`src/pdm_pkg.sv`:
```
`timescale 1ns / 1ps
`default_nettype none

package pdm_pkg;

  // metric_select codes
  typedef enum logic [1:0] {
    METRIC_MANHATTAN = 2'd0,
    METRIC_EUCLID    = 2'd1,
    METRIC_CHEBYSHEV = 2'd2,
    METRIC_NONE      = 2'd3
  } metric_t;

  localparam int unsigned METRIC_W = 2;

endpackage

`default_nettype wire

```
`src/pdm_diff.sv`:
```
`timescale 1ns / 1ps
`default_nettype none

module pdm_diff #(
  parameter int unsigned CW = 16
) (
  input  wire logic                   clk,
  input  wire logic                   rst_n,
  input  wire logic                   vld_in,
  input  wire logic signed [CW-1:0]   ax,
  input  wire logic signed [CW-1:0]   ay,
  input  wire logic signed [CW-1:0]   bx,
  input  wire logic signed [CW-1:0]   by,
  input  wire pdm_pkg::metric_t       metric_in,
  output logic                        vld_out,
  output logic [CW-1:0]               dx_out,
  output logic [CW-1:0]               dy_out,
  output pdm_pkg::metric_t            metric_out,
  output logic [CW:0]                 alt_out
);
  import pdm_pkg::*;

  logic signed [CW:0] sdx, sdy;
  logic [CW:0]        mdx, mdy;
  logic [CW-1:0]      dx_nxt, dy_nxt;
  logic [CW:0]        alt_nxt;
  logic               vld_r;
  logic [CW-1:0]      dx_r, dy_r;
  metric_t            metric_r;
  logic [CW:0]        alt_r;

  always_comb begin
    sdx = {ax[CW-1], ax} - {bx[CW-1], bx};
    sdy = {ay[CW-1], ay} - {by[CW-1], by};
    mdx = sdx[CW] ? (~sdx + 1'b1) : sdx;
    mdy = sdy[CW] ? (~sdy + 1'b1) : sdy;
    // magnitude of a CW+1 bit difference always fits CW bits
    dx_nxt = mdx[CW-1:0];
    dy_nxt = mdy[CW-1:0];
    unique case (metric_in) inside
      METRIC_MANHATTAN:                alt_nxt = {1'b0, dx_nxt} + {1'b0, dy_nxt};
      // euclid carries the larger leg for the sanity check downstream
      METRIC_EUCLID, METRIC_CHEBYSHEV: alt_nxt = (dx_nxt > dy_nxt) ? {1'b0, dx_nxt}
                                                                   : {1'b0, dy_nxt};
      default:                         alt_nxt = '0;
    endcase
  end

  always_ff @(posedge clk) begin
    if (!rst_n) begin
      vld_r <= 1'b0;
    end else begin
      vld_r <= vld_in;
    end
  end

  always_ff @(posedge clk) begin
    dx_r     <= dx_nxt;
    dy_r     <= dy_nxt;
    metric_r <= metric_in;
    alt_r    <= alt_nxt;
  end

  assign vld_out    = vld_r;
  assign dx_out     = dx_r;
  assign dy_out     = dy_r;
  assign metric_out = metric_r;
  assign alt_out    = alt_r;

endmodule

`default_nettype wire

```
`src/pdm_square.sv`:
```
`timescale 1ns / 1ps
`default_nettype none

module pdm_square #(
  parameter int unsigned CW     = 16,
  parameter int unsigned SIDE_W = 19
) (
  input  wire logic                clk,
  input  wire logic                rst_n,
  input  wire logic                vld_in,
  input  wire logic [CW-1:0]       dx,
  input  wire logic [CW-1:0]       dy,
  input  wire logic [SIDE_W-1:0]   side_in,
  output logic                     vld_out,
  output logic [2*CW:0]            sum_out,
  output logic [SIDE_W-1:0]        side_out
);
  import pdm_pkg::*;

  localparam int unsigned PW = 2 * CW;

  logic [PW-1:0]     sqx_nxt, sqy_nxt;
  logic [PW-1:0]     sqx_r, sqy_r;
  logic              vld_a_r, vld_b_r;
  logic [SIDE_W-1:0] side_a_r, side_b_r;
  logic [PW:0]       sum_nxt, sum_r;

  // stage a: the two squares
  assign sqx_nxt = {{CW{1'b0}}, dx} * {{CW{1'b0}}, dx};
  assign sqy_nxt = {{CW{1'b0}}, dy} * {{CW{1'b0}}, dy};
  // stage b: their sum
  assign sum_nxt = {1'b0, sqx_r} + {1'b0, sqy_r};

  always_ff @(posedge clk) begin
    if (!rst_n) begin
      vld_a_r <= 1'b0;
      vld_b_r <= 1'b0;
    end else begin
      vld_a_r <= vld_in;
      vld_b_r <= vld_a_r;
    end
  end

  always_ff @(posedge clk) begin
    sqx_r    <= sqx_nxt;
    sqy_r    <= sqy_nxt;
    side_a_r <= side_in;
    sum_r    <= sum_nxt;
    side_b_r <= side_a_r;
  end

  assign vld_out  = vld_b_r;
  assign sum_out  = sum_r;
  assign side_out = side_b_r;

endmodule

`default_nettype wire

```
`src/pdm_isqrt.sv`:
```
`timescale 1ns / 1ps
`default_nettype none

// restoring integer square root, one result bit per stage
module pdm_isqrt #(
  parameter int unsigned CW     = 16,
  parameter int unsigned SIDE_W = 19
) (
  input  wire logic                clk,
  input  wire logic                rst_n,
  input  wire logic                vld_in,
  input  wire logic [2*CW:0]       radicand,
  input  wire logic [SIDE_W-1:0]   side_in,
  output logic                     vld_out,
  output logic [CW:0]              root_out,
  output logic [SIDE_W-1:0]        side_out
);
  import pdm_pkg::*;

  localparam int unsigned NW    = 2 * CW + 1;
  localparam int unsigned STEPS = CW + 1;

  logic [NW-1:0]     rem_r  [STEPS+1];
  logic [NW-1:0]     root_r [STEPS+1];
  logic              vld_r  [STEPS+1];
  logic [SIDE_W-1:0] side_r [STEPS+1];

  always_comb begin
    rem_r[0]  = radicand;
    root_r[0] = '0;
    vld_r[0]  = vld_in;
    side_r[0] = side_in;
  end

  for (genvar i = 0; i < STEPS; i++) begin : g_step
    localparam logic [NW-1:0] BIT = NW'(1) << (2 * (CW - i));

    logic [NW:0]   trial;
    logic          fits;
    logic [NW-1:0] rem_nxt, root_nxt;

    always_comb begin
      trial = {1'b0, root_r[i]} + {1'b0, BIT};
      fits  = ({1'b0, rem_r[i]} >= trial);
      if (fits) begin
        rem_nxt  = rem_r[i] - trial[NW-1:0];
        root_nxt = (root_r[i] >> 1) + BIT;
      end else begin
        rem_nxt  = rem_r[i];
        root_nxt = root_r[i] >> 1;
      end
    end

    always_ff @(posedge clk) begin
      if (!rst_n) begin
        vld_r[i+1] <= 1'b0;
      end else begin
        vld_r[i+1] <= vld_r[i];
      end
    end

    always_ff @(posedge clk) begin
      rem_r[i+1]  <= rem_nxt;
      root_r[i+1] <= root_nxt;
      side_r[i+1] <= side_r[i];
    end
  end

  assign vld_out  = vld_r[STEPS];
  assign root_out = root_r[STEPS][CW:0];
  assign side_out = side_r[STEPS];

  // leftover must be below (root+1)^2 - root^2
  a_rem_bound : assert property (@(posedge clk) disable iff (!rst_n)
    vld_r[STEPS] |-> (rem_r[STEPS] <= (root_r[STEPS] << 1)))
    else $error("isqrt remainder exceeds 2*root");

endmodule

`default_nettype wire

```
`src/point_distance_metric_top.sv`:
```
`timescale 1ns / 1ps
`default_nettype none

// point distance unit: takes two signed points per beat and returns their
// manhattan, euclidean (floor of exact integer square root) or chebyshev
// distance, selected by cfg_wdata written through cfg_we; code 3 gives zero.
// the metric is sampled when a beat is taken, so a write affects later beats.
// a beat is taken on every clock edge with start high; busy stays low, so one
// beat per cycle is sustained. each result appears on out_distance for a
// single cycle with out_strobe high, after its beat passes one stage of
// differences, two of squaring and summing, one per root bit in the square
// root pipeline and one output stage. results come out in beat order and
// the receiver cannot stall them.
module point_distance_metric_top #(
  parameter int unsigned COORD_WIDTH = 16
) (
  input  wire logic                          clk,
  input  wire logic                          rst_n,
  // input channel
  input  wire logic                          start,
  output logic                               busy,
  input  wire logic signed [COORD_WIDTH-1:0] in_first_x,
  input  wire logic signed [COORD_WIDTH-1:0] in_first_y,
  input  wire logic signed [COORD_WIDTH-1:0] in_second_x,
  input  wire logic signed [COORD_WIDTH-1:0] in_second_y,
  // result channel
  output logic                               out_strobe,
  output logic [COORD_WIDTH:0]               out_distance,
  // metric register
  input  wire logic                          cfg_we,
  input  wire logic [pdm_pkg::METRIC_W-1:0]  cfg_wdata
);
  import pdm_pkg::*;

  localparam int unsigned CW     = COORD_WIDTH;
  // sideband: metric code on top, non-root distance below
  localparam int unsigned SIDE_W = METRIC_W + CW + 1;

  metric_t             metric_r;
  logic                accept;

  // difference stage outputs
  logic                df_vld;
  logic [CW-1:0]       df_dx, df_dy;
  metric_t             df_metric;
  logic [CW:0]         df_alt;
  logic [SIDE_W-1:0]   df_side;

  // square stage outputs
  logic                sq_vld;
  logic [2*CW:0]       sq_sum;
  logic [SIDE_W-1:0]   sq_side;

  // root stage outputs
  logic                rt_vld;
  logic [CW:0]         rt_root;
  logic [SIDE_W-1:0]   rt_side;
  metric_t             rt_metric;
  logic [CW:0]         rt_alt;

  logic                out_strobe_r;
  logic [CW:0]         out_distance_r, out_distance_nxt;

  // never stalls
  assign busy   = 1'b0;
  assign accept = start & ~busy;

  always_ff @(posedge clk) begin
    if (!rst_n) begin
      metric_r <= METRIC_MANHATTAN;
    end else if (cfg_we) begin
      metric_r <= metric_t'(cfg_wdata);
    end
  end

  pdm_diff #(.CW(CW)) u_diff (
    .clk        (clk),
    .rst_n      (rst_n),
    .vld_in     (accept),
    .ax         (in_first_x),
    .ay         (in_first_y),
    .bx         (in_second_x),
    .by         (in_second_y),
    .metric_in  (metric_r),
    .vld_out    (df_vld),
    .dx_out     (df_dx),
    .dy_out     (df_dy),
    .metric_out (df_metric),
    .alt_out    (df_alt)
  );

  assign df_side = {df_metric, df_alt};

  pdm_square #(.CW(CW), .SIDE_W(SIDE_W)) u_square (
    .clk      (clk),
    .rst_n    (rst_n),
    .vld_in   (df_vld),
    .dx       (df_dx),
    .dy       (df_dy),
    .side_in  (df_side),
    .vld_out  (sq_vld),
    .sum_out  (sq_sum),
    .side_out (sq_side)
  );

  pdm_isqrt #(.CW(CW), .SIDE_W(SIDE_W)) u_isqrt (
    .clk      (clk),
    .rst_n    (rst_n),
    .vld_in   (sq_vld),
    .radicand (sq_sum),
    .side_in  (sq_side),
    .vld_out  (rt_vld),
    .root_out (rt_root),
    .side_out (rt_side)
  );

  assign rt_metric = metric_t'(rt_side[SIDE_W-1 -: METRIC_W]);
  assign rt_alt    = rt_side[CW:0];

  // euclid takes the root, every other code takes the carried value
  always_comb begin
    unique case (rt_metric) inside
      METRIC_EUCLID:                                   out_distance_nxt = rt_root;
      METRIC_MANHATTAN, METRIC_CHEBYSHEV, METRIC_NONE: out_distance_nxt = rt_alt;
      default:                                         out_distance_nxt = '0;
    endcase
  end

  always_ff @(posedge clk) begin
    if (!rst_n) begin
      out_strobe_r <= 1'b0;
    end else begin
      out_strobe_r <= rt_vld;
    end
  end

  always_ff @(posedge clk) begin
    out_distance_r <= out_distance_nxt;
  end

  assign out_strobe   = out_strobe_r;
  assign out_distance = out_distance_r;

  // the hypotenuse is never shorter than the longer leg
  a_euclid_floor : assert property (@(posedge clk) disable iff (!rst_n)
    (rt_vld && rt_metric == METRIC_EUCLID) |-> (rt_root >= rt_alt))
    else $error("euclid root below longer leg");

  // unknown metric beats travel as zero all the way down
  a_none_zero : assert property (@(posedge clk) disable iff (!rst_n)
    (rt_vld && rt_metric == METRIC_NONE) |=> (out_strobe && out_distance == '0))
    else $error("unknown metric beat gave nonzero distance");

  // no stale beat escapes the pipe right after reset
  a_quiet_after_reset : assert property (@(posedge clk) disable iff (!rst_n)
    !$past(rst_n) |-> !out_strobe)
    else $error("result strobe right after reset");

endmodule

`default_nettype wire
```
`config.mk`:
```
export PLATFORM = sky130hd
export DESIGN_NAME = point_distance_metric_top
export DESIGN_NICKNAME = d
export VERILOG_FILES = /design/src/pdm_pkg.sv /design/src/pdm_diff.sv /design/src/pdm_square.sv /design/src/pdm_isqrt.sv /design/src/point_distance_metric_top.sv
export SDC_FILE = /design/constraint.sdc
export NUM_CORES = 2
export LEC_CHECK = 0
export BUFFER_PORTS_ARGS = -buffer_cell sky130_fd_sc_hd__buf_2
export CORE_MARGIN = 3
export CORE_UTILIZATION = 60
export DETAILED_ROUTE_END_ITERATION = 8
export PLACE_DENSITY_LB_ADDON = 0.3
export SYNTH_ARGS = -nofsm -noshare
export SYNTH_HDL_FRONTEND = slang
export SYNTH_SLANG_ARGS = --single-unit
```
`constraint.sdc`:
```
create_clock -name clk -period 7.9 [get_ports clk]
set_input_delay 0.395 -clock clk [delete_from_list [all_inputs] [get_ports clk]]
set_output_delay 0.395 -clock clk [all_outputs]
set_load 0.01 [all_outputs]
```
==> flow_metrics.env <==
export IMPL_endpoint_kind="register"
export IMPL_drv_cap=0
export IMPL_cts_tree="yes"
export IMPL_drc=0
export IMPL_clock_latency_ns=0.68
export IMPL_ys_warn_count=0
export IMPL_crit_top_cell="fa_1"
export IMPL_hpwl_um=83720
export IMPL_io_buffer_count=87
export IMPL_netlist_area_um2=55590
export IMPL_grt_pass1_wl_um=180500
export IMPL_fin_setup_tns_ns=0
export IMPL_wl_met2_um=55450
export IMPL_crit_chain="nand2_1, fa_1, fa_1, inv_1, fa_1, fa_1, fa_1, inv_1, fa_1, inv_1, ha_1, and4_1, o21a_1, a21o_1, a21oi_1, o221ai_1, a31oi_1, o21a_1, a21oi_1, a41oi_1, xnor2_1"
export IMPL_drv_slew=0
export IMPL_outcome="completed"
export IMPL_place_congestion=0.9259
export IMPL_synth_flop_cell="dfxtp_1"
export IMPL_final_cell_count_no_fill=6851
export IMPL_yosysTopAreaCell="dfxtp_1"
export IMPL_nNetsFinal=6384
export IMPL_dp_cells=6645
export IMPL_fin_skew_ns=0.02627
export IMPL_fmax_mhz=143.8
export IMPL_grt_pass1_vias=36871
export IMPL_start_util_pct=60.56
export IMPL_critPathTopFamily="adder cells"
export IMPL_nFillCells=6915
export IMPL_synth_edf_count=0
export IMPL_min_period_over_period_pct=88.00
export IMPL_rsz0062_at_grt="no"
export IMPL_wl_per_cell_um=16.04
export IMPL_routed_via_density=5.286
export IMPL_min_path_type="input pin to register"
export IMPL_grt_start_max_net_pins=38
export IMPL_max_slew_worst_pin_slew_ns=1.124
export IMPL_cts_num_sinks=1228
export IMPL_dieHeight_um=310.4
export IMPL_row_count=111
export IMPL_clkTransAtPathRegs_ns=0.07
export IMPL_wl_um=109900
export IMPL_area_delta_synth_final_pct=10.23
export IMPL_cts_buffers=111
export IMPL_num_vias=36217
export IMPL_netlist_instances=5391
export IMPL_wl_met3_um=4587
export IMPL_critPathMaxFanout=18
export IMPL_worstSetupPathType="register to register"
export IMPL_synth_area_top_cells="dfxtp_1 44%, fa_1 12%, ha_1 10%, inv_1 5.7%, xnor2_1 3.1%"
export IMPL_drt_iter0_drc=1941
export IMPL_cp_buffers_inverters=3
export IMPL_max_slew_margin_pct=24.48
export IMPL_top_layer="met4"
export IMPL_hold_viol=0
export IMPL_synth_area_per_cell_um2=10.31
export IMPL_drive_gt1_share_pct=6.902
export IMPL_grt_use_total_pct=23.11
export IMPL_crit_slowest_cell="dfxtp_1"
export IMPL_finalCriticalPeriod_ns=6.952
export IMPL_max_stage_delay_ns=0.83
export IMPL_cp_required_ns=8.45
export IMPL_core_um2=91800
export IMPL_yosys_area_top_type_share_pct=44.22
export IMPL_htree_levels=3
export IMPL_cts_buffer_depth=3
export IMPL_crit_arrival_ns=7.51
export IMPL_die_w_um=310.4
export IMPL_setup_violations=0
export IMPL_synth_seq_area_share_pct=44.22
export IMPL_met1_length_um=46470
export IMPL_cp_start_kind="register"
export IMPL_root_buffer="clkbuf_16"
export IMPL_drtAntennaViolNets=0
export IMPL_drt_first_pass_iters=5
export IMPL_ioPinCount=89
export IMPL_grt_overflow_total=0
export IMPL_die_area_um2=96340
export IMPL_synthArstFlopShare_pct=0
export IMPL_synth_seq_cells=1228
export IMPL_antenna_found_initial=1
export IMPL_yosysUniqueCellTypes=91
==> cell usage after synthesis, types with 43 or more instances <==
cell type	n
nor2_1	224
nand2b_1	55
nor3_1	105
nand3_1	55
or3_1	43
nand4_1	43
nand2_1	347
inv_1	839
clkbuf_1	83
o21a_1	55
fa_1	332
nor4_1	80
o21ai_0	177
a21oi_1	214
xor2_1	130
nor2b_1	50
a21o_1	76
xnor2_1	196
and2_1	128
dfxtp_1	1228
ha_1	465
==> cells by family (layout without fill, tap and decap cells) <==
family / count (synthesis) / after routing / synth area share [%]
other cells: 1 / 3 / 0.006746
compound gates: 793 / 793 / 9.244
flops: 1228 / 1228 / 44.22
fa+ha+maj: 797 / 797 / 22.42
xor+xnor: 326 / 326 / 5.136
buf+inv: 936 / 1151 / 6.360
simple gates: 1257 / 1257 / 11.57
mux: 53 / 53 / 1.038
==> sequential cells by signal, indices dropped and copies added (netlist names) <==
name / flops
u_diff.metric_out: 2
u_square.side_out: 19
metric_r: 2
u_diff.dx_out: 16
u_isqrt.vld_out: 1
out_strobe: 1
u_square.sqx_r: 31
u_diff.dy_out: 16
u_square.sum_out: 33
u_diff.alt_out: 17
u_square.side_a_r: 19
u_isqrt.root_r: 136
u_isqrt.rem_r: 528
u_square.sqy_r: 31
u_isqrt.vld_r: 16
u_square.vld_a_r: 1
u_isqrt.root_out: 17
out_distance: 17
u_square.vld_out: 1
u_diff.vld_out: 1
u_isqrt.side_out: 19
u_isqrt.side_r: 304
==> metal layers <==
metal	GRT usage (%)	up-vias
li1	-	17982
met3	2.634	187
met5	0	-
met1	28.33	17294
met2	42.07	754
met4	8.206	0
==> per-stage QoR <==
| step | util, % | worst slack, ns | cell area, µm² | hold slack, ns |
|---|---|---|---|---|
| after floorplan | - | 1.444 | 55600 | 0.3096 |
| final | 66.75 | 0.9477 | 61280 | 0.04610 |
| after detailed placement | 62.49 | 1.013 | 57370 | 0.3121 |
| after CTS | 66.75 | 0.9674 | 61280 | 0.01782 |
| after global placement | 62.49 | 1.134 | 57370 | 0.3096 |
| after global routing | 66.75 | 0.5310 | 61280 | 0.05670 |
==> cells in the final DEF, fill, tap and decap left out, drive strengths merged, types with 16 or more instances in the layout <==
master / count
or2: 25
o21ai: 187
a211oi: 31
o31ai: 44
mux2: 37
o21bai: 23
mux2i: 16
nor4: 82
dfxtp: 1228
clkinv: 28
o21a: 55
xor2: 130
a21oi: 215
nor3: 105
nor2b: 50
nand2b: 55
nand3: 56
nor4b: 18
nor2: 224
and2: 128
fa: 332
nand2: 347
nand4: 43
or3: 43
a21o: 76
inv: 845
a31oi: 18
and3: 22
buf: 106
clkbuf: 152
ha: 465
xnor2: 196
==> worst min-delay path, delay by kind of cell <==
family / cells / cell delay [ns]
and+or+nand+nor: 1 / 0.13
buffers and inverters: 1 / 0.08
muxes: 1 / 0.06
==> layout make-up <==
| cell class | count | area (µm²) | share of cell area [%] |
|---|---|---|---|
| Antenna cell | 1 | 2.502 | 0.004084 |
| Tap cell | 1243 | 1555 | 2.538 |
| Clock buffer | 152 | 3143 | 5.129 |
| Clock inverter | 51 | 740.7 | 1.209 |
| Sequential cell | 1228 | 24580 | 40.12 |
| Multi-Input combinational cell | 3228 | 27500 | 44.88 |
| Timing Repair Buffer | 108 | 598.1 | 0.9760 |
| Inverter | 840 | 3153 | 5.145 |
==> worst paths after layout <==
kind / start / end / slack (ns) / cells after the start
max: u_diff.dx_out[4] / u_square.sqx_r[31] / 0.95 / 21
min reg2reg: u_isqrt.side_r[121] / u_isqrt.side_r[102] / 0.30 / 0
min: cfg_wdata[0] / metric_r[0] / 0.05 / 3
max reg2reg: u_diff.dx_out[4] / u_square.sqx_r[31] / 0.95 / 21
==> timing repair <==
action / 4_1_cts / 5_1_grt
hold buffers: 2 / 0
setup buffers: 0 / 0
endpoints found under the hold margin: 2 / 0
gates resized for setup: 0 / 0
Power is not shown: default switching activity piles up to over one toggle a cycle in this logic, so the estimate is an artifact.
